File: src/design/quaternion_to_euler_angles_defines.svh
// ----------------------------------------------------------------------------
// Quaternion to Euler angles: assertion macros
// Shared assertion shorthands for the quaternion to Euler angle converter.
// ----------------------------------------------------------------------------
`ifndef QUATERNION_TO_EULER_ANGLES_DEFINES_SVH
`define QUATERNION_TO_EULER_ANGLES_DEFINES_SVH

// Same-cycle implication, checked outside reset.
`define Q2E_ASSERT_IMPL(lbl, ante, cons) \
   lbl: assert property (@(posedge clock) disable iff (reset) (ante) |-> (cons)) \
      else $error("q2e check failed");

// Next-cycle implication, checked outside reset.
`define Q2E_ASSERT_NEXT(lbl, ante, cons) \
   lbl: assert property (@(posedge clock) disable iff (reset) (ante) |=> (cons)) \
      else $error("q2e check failed");

`endif

File: src/design/q2e_pkg.sv
// ----------------------------------------------------------------------------
// Quaternion to Euler angles: package
// Formats, constants, the arctangent table and the types that move between
// the cells of the converter.
// ----------------------------------------------------------------------------
package q2e_pkg;

   // Input and output formats.
   localparam int INPUT_FRAC_BITS = 14;
   localparam int ANGLE_FRAC_BITS = 13;
   localparam int CORDIC_STAGES   = 16;
   localparam int IN_W            = 16;
   localparam int ROLL_W          = 16;
   localparam int PITCH_W         = 15;
   localparam int PROD_W          = 2 * IN_W;
   localparam int PROD_FRAC       = 2 * INPUT_FRAC_BITS;
   localparam int SUM_W           = PROD_W + 2;
   localparam int S30_W           = 32;
   localparam int MAG_W           = 30;
   localparam int CW              = SUM_W + 3;
   localparam int ZW              = 34;
   localparam int IDX_W           = 5;
   localparam int ROUND_SHIFT     = 30 - ANGLE_FRAC_BITS;

   // Square root unit: 61-bit radicand, one result bit per cell.
   localparam int SQ_W     = 61;
   localparam int SQ_STEPS = 31;
   localparam int ROOT_W   = 31;

   // Angles in Q2.30 and their rounded output values.
   localparam longint PI_Q30      = 64'sd3373259426;
   localparam longint HALF_PI_Q30 = 64'sd1686629713;
   localparam longint PI_Q   = (PI_Q30 + (64'sd1 <<< (ROUND_SHIFT - 1))) >>> ROUND_SHIFT;
   localparam longint HALF_Q = (HALF_PI_Q30 + (64'sd1 <<< (ROUND_SHIFT - 1))) >>> ROUND_SHIFT;

   // One CORDIC lane: vector, accumulated angle and the zero-result flag.
   typedef struct packed {
      logic signed [CW-1:0] x;
      logic signed [CW-1:0] y;
      logic signed [ZW-1:0] z;
      logic                 zero;
   } lane_type;

   // One square root step: remainder and partial root.
   typedef struct packed {
      logic [SQ_W-1:0] v;
      logic [SQ_W-1:0] r;
   } sqrt_type;

   // Roll, yaw and pitch operands carried beside the square root.
   typedef struct packed {
      logic signed [SUM_W-1:0] sr;
      logic signed [SUM_W-1:0] cr;
      logic signed [SUM_W-1:0] sy;
      logic signed [SUM_W-1:0] cy;
      logic signed [S30_W-1:0] s30;
      logic                    sat;
      logic                    neg;
   } side_type;

   // Pitch flags carried beside the CORDIC chain.
   typedef struct packed {
      logic sat;
      logic neg;
   } pflag_type;

   // atan(2^-i) in Q30, truncated.
   function automatic logic signed [ZW-1:0] atan_q30(input logic [IDX_W-1:0] idx);
      logic signed [ZW-1:0] a;
      unique case (idx)
         5'd0:    a = 34'sd843314856;
         5'd1:    a = 34'sd497837829;
         5'd2:    a = 34'sd263043836;
         5'd3:    a = 34'sd133525158;
         5'd4:    a = 34'sd67021686;
         5'd5:    a = 34'sd33543515;
         5'd6:    a = 34'sd16775850;
         5'd7:    a = 34'sd8388437;
         5'd8:    a = 34'sd4194282;
         5'd9:    a = 34'sd2097149;
         5'd10:   a = 34'sd1048575;
         5'd11:   a = 34'sd524287;
         5'd12:   a = 34'sd262143;
         5'd13:   a = 34'sd131071;
         5'd14:   a = 34'sd65535;
         5'd15:   a = 34'sd32767;
         5'd16:   a = 34'sd16383;
         5'd17:   a = 34'sd8191;
         5'd18:   a = 34'sd4095;
         5'd19:   a = 34'sd2047;
         5'd20:   a = 34'sd1023;
         5'd21:   a = 34'sd511;
         5'd22:   a = 34'sd255;
         5'd23:   a = 34'sd127;
         5'd24:   a = 34'sd63;
         5'd25:   a = 34'sd31;
         5'd26:   a = 34'sd15;
         5'd27:   a = 34'sd7;
         5'd28:   a = 34'sd3;
         5'd29:   a = 34'sd1;
         default: a = '0;
      endcase
      return a;
   endfunction

   // Start a vectoring CORDIC: fold a left half-plane vector by -+pi/2.
   function automatic lane_type prerotate(input logic signed [CW-1:0] y,
                                          input logic signed [CW-1:0] x);
      lane_type l;
      l.zero = (y == '0) && !x[CW-1];
      l.x    = x;
      l.y    = y;
      l.z    = '0;
      if (x[CW-1]) begin
         if (!y[CW-1]) begin
            l.x = y;
            l.y = -x;
            l.z = ZW'(HALF_PI_Q30);
         end else begin
            l.x = -y;
            l.y = x;
            l.z = -ZW'(HALF_PI_Q30);
         end
      end
      return l;
   endfunction

   // Round a Q30 angle half up to the output fraction.
   function automatic logic signed [ZW-1:0] to_angle(input logic signed [ZW-1:0] z);
      logic signed [ZW-1:0] t;
      t = z + (ZW'(1) <<< (ROUND_SHIFT - 1));
      return t >>> ROUND_SHIFT;
   endfunction

endpackage

File: src/design/q2e_sqrt_cell.sv
// ----------------------------------------------------------------------------
// Quaternion to Euler angles: square root cell
// One restoring step of the integer square root; gives one root bit and
// hands remainder and partial root to the next cell.
// ----------------------------------------------------------------------------
module q2e_sqrt_cell (
   input  logic                                 clock,
   input  logic [q2e_pkg::IDX_W-1:0]            step,
   input  q2e_pkg::sqrt_type                    sq_in,
   output q2e_pkg::sqrt_type                    sq_out
);

   q2e_pkg::sqrt_type sq_ff;
   q2e_pkg::sqrt_type sq_in_c;
   logic [q2e_pkg::SQ_W-1:0] bit_val;
   logic [q2e_pkg::SQ_W-1:0] trial;

   // Trial subtraction against the partial root plus the current bit.
   always_comb begin
      bit_val = q2e_pkg::SQ_W'(1) << (q2e_pkg::SQ_W - 1 - 2 * int'(step));
      trial   = sq_in.r + bit_val;
      if (sq_in.v >= trial) begin
         sq_in_c.v = sq_in.v - trial;
         sq_in_c.r = (sq_in.r >> 1) + bit_val;
      end else begin
         sq_in_c.v = sq_in.v;
         sq_in_c.r = sq_in.r >> 1;
      end
   end

   always_ff @(posedge clock) begin
      sq_ff <= sq_in_c;
   end

   assign sq_out = sq_ff;

endmodule

File: config.mk
export PLATFORM = sky130hd
export DESIGN_NAME = q2e_sqrt_cell
export DESIGN_NICKNAME = d
export VERILOG_FILES = /design/src/design/quaternion_to_euler_angles_defines.svh /design/src/design/q2e_pkg.sv /design/src/design/q2e_sqrt_cell.sv
export SDC_FILE = /design/constraint.sdc
export NUM_CORES = 1
export LEC_CHECK = 0
export BUFFER_PORTS_ARGS = -buffer_cell sky130_fd_sc_hd__buf_2
export CAP_MARGIN = 15
export CORE_MARGIN = 5
export CORE_UTILIZATION = 35
export DETAILED_ROUTE_END_ITERATION = 10
export SYNTH_ARGS = -nofsm -noshare
export SYNTH_HDL_FRONTEND = slang
export SYNTH_SLANG_ARGS = --single-unit
File: constraint.sdc
create_clock -name clock -period 9.4 [get_ports clock]
set_clock_uncertainty 0.05 [all_clocks]
set_input_delay 1.88 -clock clock [delete_from_list [all_inputs] [get_ports clock]]
set_output_delay 1.88 -clock clock [all_outputs]
set_load 0.02 [all_outputs]
==> metrics <==
setup TNS=0 ns; CTS sink count=122; Final Power=2.29 mW; Tot GR Track Use=22.3%; core area=0.0363 mm^2; data arrival time of the worst path=8.69 ns; Synth Flop Type=dfxtp_1; die area=0.0404 mm^2; number of synthesized flops with an enable pin=0; share of the synthesized area in the top cell type=19.1%; FF+latch count, synth=122; gp weighted congestion=0.969; Slew HR=46.4%; slowest CP cell=ha_1; clock buffer depth=2; initial antenna violation count=3; Worst EP required=9.69 ns; most common cell in the netlist=nand2_1; Setup Buffers After CTS=0; Die Y=201 um; Avg Cell Area, Syn=7.47 um^2; Final HPWL DP=38.3 mm; max FFs per register=122; Fin. Hold Viols=0; TritonCTS Buffers=17; WL final=46.9 mm; nature of the critical path endpoint=flip-flop; htree depth=4; DRC errors left=0; Mapped Cells=1712; PortBufs=249; nets@finish=2152; share of layout cells above drive strength 1=18.1%; RSZ-0062 raised after global routing=false; first-pass GRT wire length=72.2 mm; min-delay worst type=in -> reg; largest net degree at the start of global routing=115; startpoint class of the critical path=input pin; maximum clock rate=0.119 GHz; Final Cycle Share=89.4%; P_sw=885 uW; CP max stage delay=0.45 ns; Reg area=0.00244 mm^2; asr flop ratio synth=0%; CTS clk-pin slew, worst paths=0.06 ns; PostCTS Resize Cnt=0; DR vias=13400; Die W=201 um; VDD IR max=0.136 mV; cell taking the most area after synthesis=dfxtp_1; Slew @ Worst Pin=0.797 ns; Rows=70; post-route core utilization=41.0%; Switching Fraction=38.6%; Area Overhead vs Synth=16.5%; Slew Viols, Final=0; status=completed; combinational fraction of design power=39.3%; hold slack=1.60 ns; minimum clock period=8.40 ns; syn nets=1963; Synth Cell Area=0.0128 mm^2; power share of the sequential group=27.8%; largest cells by area after synthesis=dfxtp_1 19%, ha_1 12%, nand2_1 6.4%; number of max-cap violations=0; initial core utilization=35.2%; CP Class=in -> reg; Pwr Density=154 mW/mm^2; Remaining Overflow, GRT=0; CTS tree=done; cts-stage hold buffer count=0; pre-CTS setup slack=0.646 ns; Seq/Total Area, Yosys=19.1%; post-route ant nets=0; Vias/cell=5.62; num ports=250; Crit Path Max Fanout=114; fillers=3820; # setup viols final=0; PnR worst setup slack=0.999 ns; clock share of power=32.9%; Leakage=6.57 nW; routed len/inst=19.7 um; 1st-pass router iterations=5; DRT iter0 DRCs=1319; Post-synth top cells=217 x nand2_1, 147 x o21ai_0, 127 x nor2_1; Syn. warnings=0; multi-input logic area=0.00976 mm^2; Pint=1.41 mW; vias in the first global route=12800; clock root buffer=clkbuf_16; post-synth cell types=90
metal layers:
layer	up-vias	track usage (%)	wire length, um
met3	65	4.19	2820
met4	4	6.27	970
met2	474	34.3	20500
met5	-	0	25
li1	6691	-	-
met1	6167	31.8	22600
worst max-delay path, delay by kind of cell:
kind / cells / cell delay [ns]
compound gates: 15 / 3.12
fa+ha+maj: 3 / 1.15
simple gates: 4 / 1.05
buf+inv: 2 / 0.53
xor+xnor: 2 / 0.48
mux: 1 / 0.38
path summary, 6_finish.rpt:
path              cells past startpoint  startpoint  slack (ns)         end
hold / removal                        3   sq_in[65]        1.60  sq_out[65]
setup / recovery                     27     step[0]         1.0  sq_out[62]
layout make-up:
type                       instances  share of cell area (%)
multi-input combinational       1471                    65.5
antenna                            1                  0.0168
sequential                       122                    16.4
timing repair buffer             256                    8.89
clock buffer                      21                    3.09
tap                              468                    3.93
inverter                          33                   0.832
clock inverter                    11                    1.29
metrics by stage:
step | instances | instance area, um^2
floorplan | 1712 | 12800
finish | 2383 | 14900
global placement | 2350 | 14200
CTS | 2382 | 14900
global route | 2383 | 14900
detailed placement | 2350 | 14200
layout by cell type (no fill, tap or decap), types with 6 or more instances in the layout:
cell type,synthesis,layout
clkbuf_16,0,17
xor2_1,84,84
a21oi_1,111,111
nor2_1,127,127
o21bai_1,24,24
and4_1,7,7
and3_1,26,26
and2_1,21,21
dfxtp_1,122,122
o21a_1,12,12
a31o_2,19,19
nand3_1,51,51
o21ai_1,18,18
buf_2,8,249
a41oi_1,8,8
inv_1,33,33
o31ai_1,19,19
or2_2,6,6
nand2b_1,8,8
nand4_1,40,40
a211oi_1,8,8
nor3_1,29,29
nor2b_1,14,14
o21ai_0,147,147
a21boi_0,6,6
a31oi_1,66,66
xnor2_1,74,74
o211ai_1,9,9
a21o_1,71,71
nor4_1,13,13
or3_1,11,11
a211o_1,8,8
nand2_1,217,217
ha_1,122,122
power groups by stage:
stage,clock [mW],combinational (mW),sequential [mW]
6_report,0.754,0.902,0.638
5_1_grt,0.792,0.989,0.646
4_1_cts,0.770,0.898,0.639
3_5_place_dp,0,0.894,0.649
3_3_place_gp,0,0.891,0.650
2_1_floorplan,0,0.501,0.764
cell families (layout without fill, tap and decap cells):
logic type,Yosys count,count (layout),share of synthesized area (%)
buffers and inverters,119,321,4.52
muxes,8,8,0.675
AOI/OAI and AO/OA,588,588,30.7
DFF,122,122,19.1
other,0,1,0
and+or+nand+nor,591,591,21.7
adders and majority gates,125,125,12.3
xor gates and xnor gates,159,159,11.0
(Power assumes the default switching activity.)
