## src/design/quaternion_to_euler_angles_defines.svh

```systemverilog
// ----------------------------------------------------------------------------
// Quaternion to Euler angles: assertion macros
// Shared assertion shorthands for the quaternion to Euler angle converter.
// ----------------------------------------------------------------------------
`ifndef QUATERNION_TO_EULER_ANGLES_DEFINES_SVH
`define QUATERNION_TO_EULER_ANGLES_DEFINES_SVH

// Same-cycle implication, checked outside reset.
`define Q2E_ASSERT_IMPL(lbl, ante, cons) \
   lbl: assert property (@(posedge clock) disable iff (reset) (ante) |-> (cons)) \
      else $error("q2e check failed");

// Next-cycle implication, checked outside reset.
`define Q2E_ASSERT_NEXT(lbl, ante, cons) \
   lbl: assert property (@(posedge clock) disable iff (reset) (ante) |=> (cons)) \
      else $error("q2e check failed");

`endif

```

## src/design/q2e_pkg.sv

```systemverilog
// ----------------------------------------------------------------------------
// Quaternion to Euler angles: package
// Formats, constants, the arctangent table and the types that move between
// the cells of the converter.
// ----------------------------------------------------------------------------
package q2e_pkg;

   // Input and output formats.
   localparam int INPUT_FRAC_BITS = 14;
   localparam int ANGLE_FRAC_BITS = 13;
   localparam int CORDIC_STAGES   = 16;
   localparam int IN_W            = 16;
   localparam int ROLL_W          = 16;
   localparam int PITCH_W         = 15;
   localparam int PROD_W          = 2 * IN_W;
   localparam int PROD_FRAC       = 2 * INPUT_FRAC_BITS;
   localparam int SUM_W           = PROD_W + 2;
   localparam int S30_W           = 32;
   localparam int MAG_W           = 30;
   localparam int CW              = SUM_W + 3;
   localparam int ZW              = 34;
   localparam int IDX_W           = 5;
   localparam int ROUND_SHIFT     = 30 - ANGLE_FRAC_BITS;

   // Square root unit: 61-bit radicand, one result bit per cell.
   localparam int SQ_W     = 61;
   localparam int SQ_STEPS = 31;
   localparam int ROOT_W   = 31;

   // Angles in Q2.30 and their rounded output values.
   localparam longint PI_Q30      = 64'sd3373259426;
   localparam longint HALF_PI_Q30 = 64'sd1686629713;
   localparam longint PI_Q   = (PI_Q30 + (64'sd1 <<< (ROUND_SHIFT - 1))) >>> ROUND_SHIFT;
   localparam longint HALF_Q = (HALF_PI_Q30 + (64'sd1 <<< (ROUND_SHIFT - 1))) >>> ROUND_SHIFT;

   // One CORDIC lane: vector, accumulated angle and the zero-result flag.
   typedef struct packed {
      logic signed [CW-1:0] x;
      logic signed [CW-1:0] y;
      logic signed [ZW-1:0] z;
      logic                 zero;
   } lane_type;

   // One square root step: remainder and partial root.
   typedef struct packed {
      logic [SQ_W-1:0] v;
      logic [SQ_W-1:0] r;
   } sqrt_type;

   // Roll, yaw and pitch operands carried beside the square root.
   typedef struct packed {
      logic signed [SUM_W-1:0] sr;
      logic signed [SUM_W-1:0] cr;
      logic signed [SUM_W-1:0] sy;
      logic signed [SUM_W-1:0] cy;
      logic signed [S30_W-1:0] s30;
      logic                    sat;
      logic                    neg;
   } side_type;

   // Pitch flags carried beside the CORDIC chain.
   typedef struct packed {
      logic sat;
      logic neg;
   } pflag_type;

   // atan(2^-i) in Q30, truncated.
   function automatic logic signed [ZW-1:0] atan_q30(input logic [IDX_W-1:0] idx);
      logic signed [ZW-1:0] a;
      unique case (idx)
         5'd0:    a = 34'sd843314856;
         5'd1:    a = 34'sd497837829;
         5'd2:    a = 34'sd263043836;
         5'd3:    a = 34'sd133525158;
         5'd4:    a = 34'sd67021686;
         5'd5:    a = 34'sd33543515;
         5'd6:    a = 34'sd16775850;
         5'd7:    a = 34'sd8388437;
         5'd8:    a = 34'sd4194282;
         5'd9:    a = 34'sd2097149;
         5'd10:   a = 34'sd1048575;
         5'd11:   a = 34'sd524287;
         5'd12:   a = 34'sd262143;
         5'd13:   a = 34'sd131071;
         5'd14:   a = 34'sd65535;
         5'd15:   a = 34'sd32767;
         5'd16:   a = 34'sd16383;
         5'd17:   a = 34'sd8191;
         5'd18:   a = 34'sd4095;
         5'd19:   a = 34'sd2047;
         5'd20:   a = 34'sd1023;
         5'd21:   a = 34'sd511;
         5'd22:   a = 34'sd255;
         5'd23:   a = 34'sd127;
         5'd24:   a = 34'sd63;
         5'd25:   a = 34'sd31;
         5'd26:   a = 34'sd15;
         5'd27:   a = 34'sd7;
         5'd28:   a = 34'sd3;
         5'd29:   a = 34'sd1;
         default: a = '0;
      endcase
      return a;
   endfunction

   // Start a vectoring CORDIC: fold a left half-plane vector by -+pi/2.
   function automatic lane_type prerotate(input logic signed [CW-1:0] y,
                                          input logic signed [CW-1:0] x);
      lane_type l;
      l.zero = (y == '0) && !x[CW-1];
      l.x    = x;
      l.y    = y;
      l.z    = '0;
      if (x[CW-1]) begin
         if (!y[CW-1]) begin
            l.x = y;
            l.y = -x;
            l.z = ZW'(HALF_PI_Q30);
         end else begin
            l.x = -y;
            l.y = x;
            l.z = -ZW'(HALF_PI_Q30);
         end
      end
      return l;
   endfunction

   // Round a Q30 angle half up to the output fraction.
   function automatic logic signed [ZW-1:0] to_angle(input logic signed [ZW-1:0] z);
      logic signed [ZW-1:0] t;
      t = z + (ZW'(1) <<< (ROUND_SHIFT - 1));
      return t >>> ROUND_SHIFT;
   endfunction

endpackage

```

## src/design/q2e_cordic_cell.sv

```systemverilog
// ----------------------------------------------------------------------------
// Quaternion to Euler angles: CORDIC cell
// One vectoring micro-rotation: turns the vector toward the x axis and
// accumulates the matching arctangent.
// ----------------------------------------------------------------------------
module q2e_cordic_cell (
   input  logic                      clock,
   input  logic [q2e_pkg::IDX_W-1:0] step,
   input  q2e_pkg::lane_type         lane_in,
   output q2e_pkg::lane_type         lane_out
);

   q2e_pkg::lane_type lane_ff;
   q2e_pkg::lane_type lane_in_c;
   logic signed [q2e_pkg::CW-1:0] dx;
   logic signed [q2e_pkg::CW-1:0] dy;
   logic signed [q2e_pkg::ZW-1:0] ang;

   // Rotate by the sign of y.
   always_comb begin
      dx  = lane_in.x >>> step;
      dy  = lane_in.y >>> step;
      ang = q2e_pkg::atan_q30(step);
      lane_in_c.zero = lane_in.zero;
      if (!lane_in.y[q2e_pkg::CW-1]) begin
         lane_in_c.x = lane_in.x + dy;
         lane_in_c.y = lane_in.y - dx;
         lane_in_c.z = lane_in.z + ang;
      end else begin
         lane_in_c.x = lane_in.x - dy;
         lane_in_c.y = lane_in.y + dx;
         lane_in_c.z = lane_in.z - ang;
      end
   end

   always_ff @(posedge clock) begin
      lane_ff <= lane_in_c;
   end

   assign lane_out = lane_ff;

endmodule

```

## config.mk

```make
export PLATFORM = sky130hd
export DESIGN_NAME = q2e_cordic_cell
export DESIGN_NICKNAME = d
export VERILOG_FILES = /design/src/design/quaternion_to_euler_angles_defines.svh /design/src/design/q2e_pkg.sv /design/src/design/q2e_cordic_cell.sv
export SDC_FILE = /design/constraint.sdc
export NUM_CORES = 1
export LEC_CHECK = 0
export BUFFER_PORTS_ARGS = -buffer_cell sky130_fd_sc_hd__clkbuf_2
export CORE_MARGIN = 1
export CORE_UTILIZATION = 60
export CTS_CLUSTER_DIAMETER = 80
export DETAILED_ROUTE_END_ITERATION = 12
export PLACE_DENSITY = 0.83
export REMOVE_ABC_BUFFERS = 1
export SLEW_MARGIN = 20
export SYNTH_ARGS = -nofsm -noshare
export SYNTH_HDL_FRONTEND = slang
export SYNTH_SLANG_ARGS = --single-unit
```

## constraint.sdc

```tcl
create_clock -name clock -period 11 [get_ports clock]
set_clock_uncertainty 0.15 [all_clocks]
set_input_delay 0.55 -clock clock [delete_from_list [all_inputs] [get_ports clock]]
set_output_delay 0.55 -clock clock [all_outputs]
set_load 0.01 [all_outputs]
```

==> results.toml <==
[route]
drtIter0Drc = 2203
vias = 16300
viasPerCell = 6.97
postRouteWirelength_um = 54400
drc = 0
postRouteAntennaNets = 0
wl_per_cell_um = 23.2
first_pass_iters = 6

[yosys]
ys_ff_latch = 109
synth_ff_type = "dfxtp_1"
synth.avg_cell_area_um2 = 8.56
ys_types = 95
yosysWarnings = 0
synth-edff-count = 0
synthArstFlopShare_pct = 0
yosysSeqAreaShare_pct = 13.7
netlist_instances = 1865
synth_area_um2 = 16000

[critical_path]
setup.worst_path.start_class = "primary input"
path_cells = "buf_6 > mux4_2 > mux2_2 > o22ai_1 > o221a_2 > nand4_1 > nor4_1 > and2_1 > nand3b_1 > and2_0 > o32ai_1 > ha_1 > nand3_1 > nor2_1 > a32oi_1 > a41oi_1 > nor4_1 > nor4_1 > o41a_1 > o41ai_1 > o21ai_0 > xnor2_1"
path_buf_inv = 1
path_class = "in2reg"
cp_data_arrival_time_ps = 7850
timing.critical_path.mode_cell = "nor4_1"
cp_top_family = "compound AO/OA/AOI/OAI gates"
critPathRequiredTime_ps = 11110
end_kind = "register"
cp_max_fo = 78
cp_slowest_stage_delay_ps = 690
slowest_stage = "o22ai_1"

[clock_tree]
cts_tree = "yes"
cts.reportedPaths.clkPinSlew_ps = 90
cts_root_buf = "clkbuf_16"
postCtsHoldBufs = 0
clock-sinks = 109
htree_levels = 3
cts_buffers = 9
clock_path_buffers = 2
cts_setup_buffers = 0
cts-resized-gates = 0

[placement]
gp_congestion = 1.01
port_buffers = 223
placedInstanceArea_um2 = 17100
dpl.hpwl_um = 41200

[global_routing]
grt_usage_pct = 39.6
grt_pass1_vias = 15400
antenna_found_initial = 1
grt-ovfl-total = 0
grt_max_degree = 79
grt_pass1_wl_um = 83600

[layout]
diodes = 0
drive_gt1_share_pct = 21.6
fillers = 2293
layout_commonest_cell = "clkbuf_2"
fin_util_pct = 66.5
nNetsFinal = 2237
largest_reg_flops = 109
fin_area_um2 = 17300
synthToLayoutAreaGrowth_pct = 8.59
final_cell_mix = "clkbuf_2, nor2_1, a21oi_1"

[timing]
slew_violations = 0
setup_tns_ps = 0
whs_ps = 128
fin_crit_sh_pct = 70.4
setup_violations = 0
slew_headroom_pct = 13.0
fmaxAchievable_mhz = 129
min_period_ps = 7740
worst_slew_pin_slew_ps = 1290
rsz0062_at_grt = "false"
hold_viol_final = 0

[floorplanning]
num_rows = 59
io_pins = 224
start_util_pct = 61.3
dieWidth_um = 165
die_area_um2 = 27300
die_y_um = 165
design.core.area_um2 = 26100

[pwr]
leakage_nw = 7.54
powerDensity_nw_per_um2 = 135
ir_drop_v = 0.000104

[run]
cap_viol_max_count = 0

[hold_path]
hold_path_class = "in2reg"

[run_status]
outcome = "complete, no violations"
-- layer usage --
metal	global-route usage (%)	wire length (um)	share of wire [%]	up-vias
met1	49.3	20700	38	7627
met2	63.2	25000	46	1105
met3	8.99	5770	11	228
li1	-	-	-	7350
met4	21.8	2930	5.4	2
met5	0	13	0.024	-
-- stage by stage --
step	setup WS (ps)	std cells	total power, mW
2_1_floorplan	4770	1751	1.51
3_3_place_gp	3190	2325	1.96
3_5_place_dp	2980	2325	1.98
4_1_cts	3300	2340	2.33
5_1_grt	2820	2340	2.50
6_report	3260	2340	2.34
-- report_power, final --
group	switching (mW)	leakage [nW]	total, mW	internal [mW]
clock	0.182	0.136	0.340	0.158
combinational	0.813	6.49	1.40	0.587
sequential	0.0437	0.920	0.602	0.558
-- Yosys cell counts (all sizes together), types with 8 or more instances --
library cell,instances,area share [%]
a31oi,24,0.98
dfxtp,109,14
and3,24,0.94
nand2,122,2.9
o21a,22,1.0
xor2,57,3.1
mux4,118,17
a21o,56,2.6
a21oi,153,4.8
o31ai,14,0.66
nand4,16,0.72
a211oi,21,0.99
nor2b,21,0.82
o21ai,97,3.0
clkbuf,51,1.2
o211ai,18,0.85
ha,118,9.2
buf,63,2.5
nor3,29,0.91
inv,57,1.3
mux2,27,1.9
a221oi,11,0.75
nand2b,16,0.63
nand3,37,1.2
o21bai,20,0.94
mux2i,82,5.2
o32ai,9,0.49
or3,12,0.47
o22ai,23,0.90
nor4,8,0.35
nor2,181,4.3
and2,16,0.63
xnor2,114,6.3
-- logic make-up after synthesis --
kind of cell	after synthesis	share of synthesized area (%)
AOI/OAI and AO/OA	552	23.0
xor gates and xnor gates	171	9.38
adders and majority gates	121	9.62
buffers and inverters	173	5.06
DFF	109	13.7
muxes	227	23.8
and+or+nand+nor	512	15.5
-- final timing paths --
check,end,slack (ps),startpoint,depth (start not counted)
setup / recovery,lane_out[71]$_DFF_P_,3260,step[0],22
hold / removal,lane_out[0]$_DFF_P_,130,lane_in[0],1
-- cell type report --
| type | instances | area, um2 | area share, % |
|---|---|---|---|
| well taps | 335 | 419 | 2.42 |
| clock buffers | 9 | 225 | 1.30 |
| clock inverters | 6 | 56.3 | 0.325 |
| flip-flops and latches | 109 | 2180 | 12.6 |
| multi-input cells | 1583 | 13000 | 74.9 |
| inverters | 59 | 221 | 1.28 |
| repair buffers | 239 | 1250 | 7.22 |
Power figures use the tool's default switching activity.
